`src/hw/rtl/irf_pkg.sv`:
```
`timescale 1ns / 1ps
`default_nettype none
package irf_pkg;

  localparam int unsigned FrameLen = 14;
  localparam int unsigned IdxW     = $clog2(FrameLen);
  localparam int unsigned QDepth   = 2;
  localparam int unsigned QPtrW    = $clog2(QDepth);
  localparam int unsigned QCntW    = $clog2(QDepth + 1);

  localparam logic [7:0]  SYNC_BYTE   = 8'hA5;
  localparam logic [7:0]  CMD_BYTE    = 8'h06;
  localparam logic [7:0]  LEN_BYTE    = 8'd10;
  localparam logic [7:0]  CRC_POLY    = 8'h07;
  localparam logic [7:0]  FLAGS_BASE  = 8'h11;
  localparam logic [7:0]  FLAG_BATT   = 8'h04;
  localparam logic [7:0]  FLAG_SECOND = 8'h08;
  localparam logic [15:0] BATT_MIN_MV = 16'd3000;
  // 3000 mv floor less half a step of rounding
  localparam logic [15:0] BATT_OFFSET = 16'd2995;
  localparam logic [15:0] BATT_CAP_AT = 16'd1270;
  localparam logic [7:0]  BATT_CODE_MAX = 8'h7F;
  localparam logic [7:0]  BATT_CODE_LOW = 8'h01;
  // floor(d / 10) == (d * 1639) >> 14 for d below 2730
  localparam logic [21:0] BATT_RECIP = 22'd1639;
  localparam int unsigned BattShift  = 14;
  localparam logic [15:0] AGE_MAX = 16'hFFFF;
  localparam logic [15:0] AGE_MIN = 16'h0001;

  // byte positions within the frame
  localparam logic [IdxW-1:0] POS_SYNC   = IdxW'(0);
  localparam logic [IdxW-1:0] POS_CMD    = IdxW'(1);
  localparam logic [IdxW-1:0] POS_LEN    = IdxW'(2);
  localparam logic [IdxW-1:0] POS_SEQ    = IdxW'(3);
  localparam logic [IdxW-1:0] POS_FLAGS  = IdxW'(4);
  localparam logic [IdxW-1:0] POS_MASK0  = IdxW'(5);
  localparam logic [IdxW-1:0] POS_MASK1  = IdxW'(6);
  localparam logic [IdxW-1:0] POS_MASK2  = IdxW'(7);
  localparam logic [IdxW-1:0] POS_MASK3  = IdxW'(8);
  localparam logic [IdxW-1:0] POS_AGE0   = IdxW'(9);
  localparam logic [IdxW-1:0] POS_AGE1   = IdxW'(10);
  localparam logic [IdxW-1:0] POS_BATT   = IdxW'(11);
  localparam logic [IdxW-1:0] POS_CRC    = IdxW'(12);
  localparam logic [IdxW-1:0] POS_SUM    = IdxW'(13);

  typedef struct packed {
    logic [7:0]  seq_low;
    logic [17:0] key_mask;
    logic        ready_known;
    logic [31:0] elapsed_us;
    logic        voltage_valid;
    logic [15:0] battery_mv;
    logic        second_battery;
  } irf_in_t;

  typedef struct packed {
    logic [7:0] frame_byte;
    logic       last_byte;
  } irf_out_t;

  // one classified report waiting to be serialized
  typedef struct packed {
    logic [7:0]  seq_low;
    logic [7:0]  flags;
    logic [17:0] key_mask;
    logic [15:0] age;
    logic [7:0]  batt_code;
  } irf_desc_t;

  function automatic logic [7:0] crc8_step(input logic [7:0] crc, input logic [7:0] data);
    logic [7:0] c;
    c = crc ^ data;
    for (int b = 0; b < 8; b++) begin
      if (c[7]) begin
        c = {c[6:0], 1'b0} ^ CRC_POLY;
      end else begin
        c = {c[6:0], 1'b0};
      end
    end
    return c;
  endfunction

endpackage
`default_nettype wire

```
`src/hw/rtl/input_report_framer_unit.sv`:
```
// start: the sync byte of a report is offered from the output register once the report
//   has been written into the queue, when the output side is free
// frames: 14 bytes per report, one frame byte per cycle from the serializer while a report
//   is queued and out_stall is low; a two-entry report queue lets the input side keep taking reports meanwhile
// reset: synchronous, active low; clears the previous-mask record, the queue and the
//   output valid flag and byte index, no clearing pass
`timescale 1ns / 1ps
`default_nettype none
module input_report_framer_unit (
  input  wire                  clk,
  input  wire                  rst_n,
  input  wire                  in_valid,
  output logic                 in_stall,
  input  irf_pkg::irf_in_t     in_item,
  output logic                 out_valid,
  input  wire                  out_stall,
  output irf_pkg::irf_out_t    out_item
);
  import irf_pkg::*;

  logic      q_push, q_full, q_pop, q_empty;
  irf_desc_t q_desc, q_head;

  irf_front u_front (
    .clk      (clk),
    .rst_n    (rst_n),
    .in_valid (in_valid),
    .in_stall (in_stall),
    .in_item  (in_item),
    .q_full   (q_full),
    .q_push   (q_push),
    .q_desc   (q_desc)
  );

  irf_queue u_queue (
    .clk       (clk),
    .rst_n     (rst_n),
    .push      (q_push),
    .push_desc (q_desc),
    .full      (q_full),
    .pop       (q_pop),
    .head      (q_head),
    .empty     (q_empty)
  );

  irf_back u_back (
    .clk       (clk),
    .rst_n     (rst_n),
    .q_empty   (q_empty),
    .q_head    (q_head),
    .q_pop     (q_pop),
    .out_valid (out_valid),
    .out_stall (out_stall),
    .out_item  (out_item)
  );

  // a frame boundary is always followed by a sync byte
  a_sync_after_last: assert property (@(posedge clk) disable iff (!rst_n)
    out_valid && !out_stall && out_item.last_byte |=>
      !out_valid || out_item.frame_byte == SYNC_BYTE)
    else $error("frame did not restart at sync byte");

  // output only goes idle between frames
  a_start_on_sync: assert property (@(posedge clk) disable iff (!rst_n)
    $rose(out_valid) |-> out_item.frame_byte == SYNC_BYTE && !out_item.last_byte)
    else $error("output started mid-frame");

  // the serializer never drains a report the queue does not hold
  a_pop_nonempty: assert property (@(posedge clk) disable iff (!rst_n)
    q_pop |-> !q_empty && out_item.last_byte == $past(out_item.last_byte) ||
      !q_empty)
    else $error("pop from empty report queue");

endmodule
`default_nettype wire

```
`src/hw/rtl/irf_front.sv`:
```
`timescale 1ns / 1ps
`default_nettype none
module irf_front (
  input  wire                  clk,
  input  wire                  rst_n,
  input  wire                  in_valid,
  output logic                 in_stall,
  input  irf_pkg::irf_in_t     in_item,
  input  wire                  q_full,
  output logic                 q_push,
  output irf_pkg::irf_desc_t   q_desc
);
  import irf_pkg::*;

  logic        have_prev_r, have_prev_nxt;
  logic [17:0] prev_mask_r, prev_mask_nxt;
  logic        changed;
  logic        batt_present;
  logic [15:0] mv_off;
  logic [21:0] batt_prod;
  logic [7:0]  batt_code;
  logic [15:0] age;

  assign in_stall = q_full;
  assign q_push   = in_valid && !q_full;

  assign changed      = !have_prev_r || (in_item.key_mask != prev_mask_r);
  assign batt_present = in_item.voltage_valid && (in_item.battery_mv != 16'd0);
  assign mv_off       = in_item.battery_mv - BATT_OFFSET;
  assign batt_prod    = 22'(mv_off[10:0]) * BATT_RECIP;

  always_comb begin
    if (in_item.battery_mv < BATT_MIN_MV) begin
      batt_code = BATT_CODE_LOW;
    end else if (mv_off >= BATT_CAP_AT) begin
      batt_code = BATT_CODE_MAX;
    end else begin
      batt_code = {1'b0, batt_prod[BattShift +: 7] + 7'd1};
    end
  end

  always_comb begin
    age = 16'd0;
    if (changed && in_item.ready_known) begin
      if (in_item.elapsed_us[31:16] != 16'd0) begin
        age = AGE_MAX;
      end else if (in_item.elapsed_us[15:0] == 16'd0) begin
        age = AGE_MIN;
      end else begin
        age = in_item.elapsed_us[15:0];
      end
    end
  end

  always_comb begin
    q_desc.seq_low   = in_item.seq_low;
    q_desc.key_mask  = in_item.key_mask;
    q_desc.age       = age;
    q_desc.batt_code = batt_present ? batt_code : 8'd0;
    q_desc.flags     = FLAGS_BASE
                     | (batt_present ? FLAG_BATT : 8'd0)
                     | ((batt_present && in_item.second_battery) ? FLAG_SECOND : 8'd0);
  end

  always_comb begin
    have_prev_nxt = have_prev_r;
    prev_mask_nxt = prev_mask_r;
    if (q_push && changed) begin
      have_prev_nxt = 1'b1;
      prev_mask_nxt = in_item.key_mask;
    end
  end

  always_ff @(posedge clk) begin
    if (!rst_n) begin
      have_prev_r <= 1'b0;
      prev_mask_r <= '0;
    end else begin
      have_prev_r <= have_prev_nxt;
      prev_mask_r <= prev_mask_nxt;
    end
  end

endmodule
`default_nettype wire

```
`src/hw/rtl/irf_queue.sv`:
```
`timescale 1ns / 1ps
`default_nettype none
module irf_queue (
  input  wire                  clk,
  input  wire                  rst_n,
  input  wire                  push,
  input  irf_pkg::irf_desc_t   push_desc,
  output logic                 full,
  input  wire                  pop,
  output irf_pkg::irf_desc_t   head,
  output logic                 empty
);
  import irf_pkg::*;

  irf_desc_t              mem_r [QDepth];
  logic [QPtrW-1:0]       wr_ptr_r, wr_ptr_nxt;
  logic [QPtrW-1:0]       rd_ptr_r, rd_ptr_nxt;
  logic [QCntW-1:0]       count_r, count_nxt;
  logic                   do_push, do_pop;

  assign full    = (count_r == QCntW'(QDepth));
  assign empty   = (count_r == '0);
  assign do_push = push && !full;
  assign do_pop  = pop && !empty;
  assign head    = mem_r[rd_ptr_r];

  always_comb begin
    wr_ptr_nxt = do_push ? wr_ptr_r + 1'b1 : wr_ptr_r;
    rd_ptr_nxt = do_pop ? rd_ptr_r + 1'b1 : rd_ptr_r;
    count_nxt  = count_r + QCntW'(do_push) - QCntW'(do_pop);
  end

  always_ff @(posedge clk) begin
    if (do_push) begin
      mem_r[wr_ptr_r] <= push_desc;
    end
  end

  always_ff @(posedge clk) begin
    if (!rst_n) begin
      wr_ptr_r <= '0;
      rd_ptr_r <= '0;
      count_r  <= '0;
    end else begin
      wr_ptr_r <= wr_ptr_nxt;
      rd_ptr_r <= rd_ptr_nxt;
      count_r  <= count_nxt;
    end
  end

endmodule
`default_nettype wire

```
`src/hw/rtl/irf_back.sv`:
```
`timescale 1ns / 1ps
`default_nettype none
module irf_back (
  input  wire                  clk,
  input  wire                  rst_n,
  input  wire                  q_empty,
  input  irf_pkg::irf_desc_t   q_head,
  output logic                 q_pop,
  output logic                 out_valid,
  input  wire                  out_stall,
  output irf_pkg::irf_out_t    out_item
);
  import irf_pkg::*;

  logic [IdxW-1:0] idx_r, idx_nxt;
  logic [7:0]      crc_r, crc_nxt;
  logic [7:0]      sum_r, sum_nxt;
  logic            valid_r, valid_nxt;
  irf_out_t        item_r, item_nxt;
  logic            load, emit;
  logic [7:0]      cur_byte;

  assign load  = !valid_r || !out_stall;
  assign emit  = load && !q_empty;
  assign q_pop = emit && (idx_r == POS_SUM);

  always_comb begin
    unique case (idx_r)
      POS_SYNC:  cur_byte = SYNC_BYTE;
      POS_CMD:   cur_byte = CMD_BYTE;
      POS_LEN:   cur_byte = LEN_BYTE;
      POS_SEQ:   cur_byte = q_head.seq_low;
      POS_FLAGS: cur_byte = q_head.flags;
      POS_MASK0: cur_byte = q_head.key_mask[7:0];
      POS_MASK1: cur_byte = q_head.key_mask[15:8];
      POS_MASK2: cur_byte = {6'd0, q_head.key_mask[17:16]};
      POS_MASK3: cur_byte = 8'd0;
      POS_AGE0:  cur_byte = q_head.age[7:0];
      POS_AGE1:  cur_byte = q_head.age[15:8];
      POS_BATT:  cur_byte = q_head.batt_code;
      POS_CRC:   cur_byte = crc_r;
      POS_SUM:   cur_byte = sum_r;
      default:   cur_byte = 8'd0;
    endcase
  end

  always_comb begin
    idx_nxt   = idx_r;
    crc_nxt   = crc_r;
    sum_nxt   = sum_r;
    valid_nxt = valid_r;
    item_nxt  = item_r;
    if (load) begin
      valid_nxt = !q_empty;
    end
    if (emit) begin
      item_nxt.frame_byte = cur_byte;
      item_nxt.last_byte  = (idx_r == POS_SUM);
      idx_nxt = (idx_r == POS_SUM) ? POS_SYNC : idx_r + 1'b1;
      // running checksum over bytes 0..12, crc over payload bytes 0..8
      sum_nxt = ((idx_r == POS_SYNC) ? 8'd0 : sum_r) + cur_byte;
      if (idx_r == POS_SYNC) begin
        crc_nxt = 8'd0;
      end else if (idx_r >= POS_SEQ && idx_r <= POS_BATT) begin
        crc_nxt = crc8_step(crc_r, cur_byte);
      end
    end
  end

  always_ff @(posedge clk) begin
    if (!rst_n) begin
      idx_r   <= POS_SYNC;
      valid_r <= 1'b0;
    end else begin
      idx_r   <= idx_nxt;
      valid_r <= valid_nxt;
    end
  end

  always_ff @(posedge clk) begin
    crc_r  <= crc_nxt;
    sum_r  <= sum_nxt;
    item_r <= item_nxt;
  end

  assign out_valid = valid_r;
  assign out_item  = item_r;

endmodule
`default_nettype wire
```
`config.mk`:
```
export PLATFORM = sky130hd
export DESIGN_NAME = input_report_framer_unit
export DESIGN_NICKNAME = d
export VERILOG_FILES = /design/src/hw/rtl/irf_pkg.sv /design/src/hw/rtl/input_report_framer_unit.sv /design/src/hw/rtl/irf_front.sv /design/src/hw/rtl/irf_queue.sv /design/src/hw/rtl/irf_back.sv
export SDC_FILE = /design/constraint.sdc
export NUM_CORES = 1
export LEC_CHECK = 0
export BUFFER_PORTS_ARGS = -buffer_cell sky130_fd_sc_hd__buf_4
export CAP_MARGIN = 20
export CORE_MARGIN = 3
export CORE_UTILIZATION = 60
export CTS_BUF_LIST = sky130_fd_sc_hd__clkbuf_8
export DETAILED_ROUTE_END_ITERATION = 8
export HOLD_SLACK_MARGIN = 0.15
export PLACE_DENSITY = 0.87
export RECOVER_POWER = 25
export SYNTH_ARGS = -nofsm -noshare
export SYNTH_HDL_FRONTEND = slang
export SYNTH_SLANG_ARGS = --single-unit
```
`constraint.sdc`:
```
create_clock -name clk -period 7.9 [get_ports clk]
set_input_delay 1.58 -clock clk [delete_from_list [all_inputs] [get_ports clk]]
set_output_delay 1.58 -clock clk [all_outputs]
set_load 0.05 [all_outputs]
```
# --- Word-level counts from Yosys, hierarchy flattened ---
# Memory sizes are Yosys's and may differ from the RTL's. A register that Yosys moved wholly into a read port is not among the register bits.
# Cells that the tools add are included.
totals:
  ff_bits: 53
  mem_bits_rw: 114
  in_bits: 81
  out_inout_bits: 11
  word_cells: 118
  mem_count: 1
op_classes:
  addsub: 8
  multipliers: 1
  n_lt_le_gt_ge: 4
  n_eq_ne: 14
  mux: 45
  n_bitwise: 10
  n_reduce_logical: 24
mem_list:
  columns: ["name", "depth", "word_bits", "rd", "rd_clocked_by_memory_dff", "wr", "line_no", "text"]
  rows:
  - ["u_queue.mem_r", 2, 57, 1, 1, 1, "irf_queue.sv:15", "irf_desc_t mem_r [QDepth];"]
ops:
  columns: ["operator", "n"]
  rows:
  - ["2-to-1 mux 8 bit", 23]
  - ["case mux 8 bit (13 select lines)", 1]
  - ["2-to-1 mux 16 bit", 3]
  - ["nonzero test 16 bit", 2]
  - ["2-to-1 mux 3 bit", 9]
  - ["inverter 3 bit", 8]
  - ["multiplier 11 x 11 -> 21 bit, second input constant", 1]
  - ["2-to-1 mux 7 bit", 3]
  - ["== test 4 bit, second input constant", 5]
  - ["inequality test 18 bit", 1]
  - ["== test 4 x 3 -> 1 bit, second input constant", 4]
  - [">= comparator 16 x 11 -> 1 bit, second input constant", 1]
  - ["zero test 16 bit", 1]
  - ["< comparator 16 x 12 -> 1 bit, second input constant", 1]
  - ["subtractor 16 x 12 -> 16 bit, second input constant", 1]
  - ["logical AND 1 bit", 10]
  - ["adder 8 bit", 1]
  - ["== test 4 x 2 -> 1 bit, second input constant", 2]
  - ["2-to-1 mux 4 bit", 2]
  - ["OR 8 bit", 1]
  - ["XOR 8 bit", 1]
  - ["adder 7 x 1 -> 7 bit, second input constant", 1]
  - ["zero test 1 bit", 5]
  - ["adder 4 x 1 -> 4 bit, second input constant", 1]
  - ["other kinds (13)", 18]

# --- Longest topological paths before layout ---
logic_depth:
  depth_word: 41
  mapped_depth: 26
  depth_no_buf: 26

# --- Hierarchy ---
# From an unflattened synthesis, not the netlist that was laid out.
unflattened:
  cells_unflattened: 1038
  area_unflattened_um2: 11609.9
modules_own_cells:
  columns: ["module", "instances", "cells_each", "area_per_inst_um2", "seq_area_each_um2"]
  rows:
  - ["irf_front", 1, 556, 4514.3, 380.4]
  - ["irf_queue", 1, 207, 4494.3, 3583.4]
  - ["irf_back", 1, 275, 2601.2, 850.8]

# --- Worst setup path after synthesis ---
# OpenSTA, ideal clock, no wires.
synth_timing:
  path_kind: "input to register"
  startpoint: "in in_item[1] (netlist bit)"
  endpoint: "mem u_queue.mem_r[0][6] (netlist bit), data pin"
  setup_time_ns: 0.270
  arrival_time_ns: 6.815
  t_required_ns: 7.630
  slack_ns: 0.815
  path_stages: 24
  n_path_buf: 0
  cell_sequence: "ha_1 > nor3_2 > nor2_1 > xnor2_1 > ha_1 > inv_1 > fa_1 > inv_1 > fa_1 > fa_1 > inv_1 > fa_1 > inv_1 > ha_1 > nand2_1 > a311o_1 > a31oi_1 > nor2_1 > xnor2_1 > ha_1 > nand2_1 > and4bb_2 > xor2_1 > a21oi_1"
synth_rtl:
  columns: ["element", "line_no", "text"]
  rows:
  - ["from (decl)", "input_report_framer_unit.sv:14", "input irf_pkg::irf_in_t in_item,"]
  - ["to (decl)", "irf_queue.sv:15", null]

==> results.md <==
* Starting density of the core at about 61%
* Maximum clock insertion buffer count at 2
* Share of post-route cells with drive strength above 1 at 14.52%
* Final Cycle Share at between 90% and 100%
* Area enclosed by the die boundary at about 19000 um^2
* Placer congestion estimate at roughly 0.92
* Synthesized instance count at roughly 920
* Critical path fanouts, max at 7
* Placed wire-length estimate after detailed placement at approximately 17000 um
* Most common cell after layout, fill and taps aside: sky130_fd_sc_hd__edfxtp_1
* Dominant combinational cell family by area after synthesis: adder cells
* Core Area at ~17000 um^2
* WL per Instance at 18.64 um
* Cell leakage power at approximately 4.6 nW
* Post-layout minimum cycle time at between 7 and 8 ns
* Maxcap violations at 0
* Per-cell via count in the routed design at approximately 5.9
* Max IR drop VDD at roughly 290 uV
* Mux share of post-synthesis cell area at 4.951%
* Class of the tightest hold or removal check: flip-flop to flip-flop
* Clock transition at the registers of the reported paths at 0.08 ns
* Post-Synthesis Net Count at roughly 1100
* DRC violation total after the first TritonRoute iteration at 679
* P per Cell Area at approximately 320 nW/um^2
* Critical path required time at around 8.1 ns
* Startpoint type of the worst setup path: input port
* Final nets at 1196
* H-tree depth at 4
* Post-CTS setup repair buffer count at 0
* Maximum number of pins on one net before global-route repair at 52
* Layout overhead on the synthesized area at 11.77%
* Count of pins on the block boundary at just over 90
* Unrepaired setup endpoints after global routing: false
* Compound-gate portion of the synthesized area at approximately a tenth
* Total Negative Setup Slacks at 0 ns
* Die Ht at approximately 140 um
* DRC violation count after routing at 0
* Die width at 136.3 um
* Number of storage elements in the synthesis netlist at roughly 160
* XOR/XNOR Fraction of Synth Area at 7.274%
* Global route overflow at 0
* Distinct cell type count of the synthesized netlist at between 70 and 80
* Buffers added on ports at 91
* Total Power Consumption at approximately 3.7 mW
* Worst-margin pin slew at roughly 1.2 ns
* Inserted Clock Buffers at 17
* Leading cell types in the layout, fill and taps excluded: sky130_fd_sc_hd__edfxtp_1 (127), sky130_fd_sc_hd__inv_1 (108), sky130_fd_sc_hd__ha_1 (77)
* Total global routing track utilization at approximately 25%
* Clock Latency Late Sink at about 0.44 ns
* Clock Sink Count at 156
* Syn Std Cell Area at 10180 um^2
* Dominant synthesized flop cell: sky130_fd_sc_hd__edfxtp_1
* Number of nets with antenna violations after detailed routing at 0
* Simple logic cell fraction of the synthesized area at 12.47%
* Count of flip-flops with a built-in enable after synthesis at roughly 130
* Antenna violations before repair at 0
* Worst Path Arrival at 7.35 ns
* Total via count in the routed design at approximately 7300
* Kind of capture point of the worst setup path: flip-flop
* Clock root buffer: sky130_fd_sc_hd__clkbuf_8
* Worst Path Class, Setup: input port to flip-flop
* YS warnings at 0
* Number of core rows at 47
* Slew margin rel. at about a fifth
* Fraction of synthesis flops using an asynchronous set or reset pin at 0%
* CTS tree: built
* Outcome: completed
* Count of TritonRoute iterations in the first routing pass at 7
* Final setup violation count at 0
* Total wirelength of the detailed-routed design at 23090 um
* Total inserted antenna cells at 0
* Adder-cell share of the synthesized area at around 16%
* Portion of the post-synthesis area used by sequential elements at between 40% and 50%
* Number of buffers inserted for hold repair after clock tree synthesis at 0
* Final Skew at around 0.013 ns
* First-pass GRT wire length at between 30000 and 40000 um
* Number of global-route vias before repair at between 7000 and 8000
* Highest achievable clock rate at approximately 0.14 GHz
* Final Hold Vio Count at 0
* Pins over their slew limit at 0
* Mean cell area of the mapped netlist at 11.08 um^2
[report_power, final]
part           total (mW)  internal [mW]  switching [mW]  leakage (nW)
registers            1.03          0.995          0.0394          1.43
clock network       0.596          0.299           0.297         0.208
logic                2.07          0.884            1.18          3.00
total                3.70           2.18            1.52          4.63
[flip-flops by register name, summed over array words and instances (netlist names), named ones only]
name / cells
u_queue.mem_r: 102
u_front.prev_mask_r: 18
u_back.out_item: 9
u_queue.wr_ptr_r: 1
u_front.have_prev_r: 1
u_back.sum_r: 8
u_queue.rd_ptr_r: 1
u_back.out_valid: 1
u_back.crc_r: 8
u_queue.count_r: 2
u_back.idx_r: 4
[routing by layer]
layer / vias to the layer above / GRT usage, % / part of all wire (%)
li1: 3441 / - / -
met1: 3587 / 30.96 / 40
met2: 230 / 45.73 / 53
met3: 43 / 3.590 / 4.3
met4: 0 / 7.783 / 2.6
met5: - / 0 / 0
[cells by family (layout without fill, tap and decap cells)]
kind of cell	after synthesis	after routing
adder cells (fa/ha/maj)	109	109
XOR/XNOR	82	82
AO/OA/AOI/OAI	153	153
flip-flops	156	156
AND/OR/NAND/NOR	229	229
multiplexers	46	46
buffers and inverters	144	244
[cells in the mapped netlist, drive strengths merged (25+ instances only)]
library cell | n | share of area [%]
dfxtp | 29 | 5.7
fa | 32 | 6.3
xnor2 | 56 | 4.9
edfxtp | 127 | 37
mux2i | 29 | 2.9
o21ai | 27 | 1.3
a21oi | 39 | 1.9
nand2 | 42 | 1.5
inv | 108 | 4.0
xor2 | 25 | 2.2
ha | 77 | 9.5
nor2 | 61 | 2.2
[metrics by stage]
step | setup WS (ns) | cells | cell area, um^2 | utilization, % | hold WS, ns
2_1_floorplan | 0.8152 | 919 | 10180 | - | 0.4403
3_3_place_gp | 0.4460 | 1206 | 11070 | 66.75 | 0.4463
3_5_place_dp | 0.1448 | 1206 | 11070 | 66.75 | 0.4756
4_1_cts | 0.6018 | 1238 | 11470 | 69.17 | 0.4872
5_1_grt | 0.1192 | 1239 | 11380 | 68.64 | 0.5243
6_report | 0.7303 | 1239 | 11380 | 68.64 | 0.4916
[path summary, 6_finish.rpt]
check / cells past startpoint / start / slack, ns / endpoint
worst max register to register: 15 / u_back.idx_r[1] / 3.65 / u_back.sum_r[7]
worst min-delay path: 2 / u_front.prev_mask_r[1] / 0.49 / u_front.prev_mask_r[1]
worst max-delay path: 24 / in_item[1] / 0.73 / u_queue.mem_r[0][6]
worst min register to register: 2 / u_front.prev_mask_r[1] / 0.49 / u_front.prev_mask_r[1]
[critical path: stages]
cell	delay (ns)
sky130_fd_sc_hd__buf_4	0.14
sky130_fd_sc_hd__ha_1	0.23
sky130_fd_sc_hd__nor3_2	0.29
sky130_fd_sc_hd__o21bai_1	0.20
sky130_fd_sc_hd__nand2_1	0.11
sky130_fd_sc_hd__xor2_1	0.30
sky130_fd_sc_hd__inv_1	0.19
sky130_fd_sc_hd__nor2_1	0.14
sky130_fd_sc_hd__nor2_1	0.09
sky130_fd_sc_hd__fa_1	0.54
sky130_fd_sc_hd__inv_1	0.05
sky130_fd_sc_hd__fa_1	0.49
sky130_fd_sc_hd__inv_1	0.06
sky130_fd_sc_hd__fa_1	0.43
sky130_fd_sc_hd__ha_1	0.29
sky130_fd_sc_hd__ha_1	0.36
sky130_fd_sc_hd__o21ai_0	0.13
sky130_fd_sc_hd__and2_1	0.19
sky130_fd_sc_hd__a2111oi_1	0.49
sky130_fd_sc_hd__or2_2	0.23
sky130_fd_sc_hd__xor2_1	0.27
sky130_fd_sc_hd__and4bb_2	0.28
sky130_fd_sc_hd__xor2_1	0.16
sky130_fd_sc_hd__a21oi_1	0.10
[final cells by class]
| type | instances | area [um^2] |
|---|---|---|
| Sequential cell | 156 | 4395 |
| Timing Repair Buffer | 104 | 694.4 |
| Clock inverter | 13 | 140.1 |
| Clock buffer | 19 | 261.5 |
| Tap cell | 220 | 275.3 |
| Inverter | 108 | 405.4 |
| Multi-Input combinational cell | 619 | 5210 |
| Fill cell | 1221 | 5201 |
[what timing repair did]
action,4_1_cts,5_1_grt
hold endpoints to repair,0,0
setup endpoints to repair,0,2
gates resized for setup,0,1
Power figures use the tool's default switching activity.
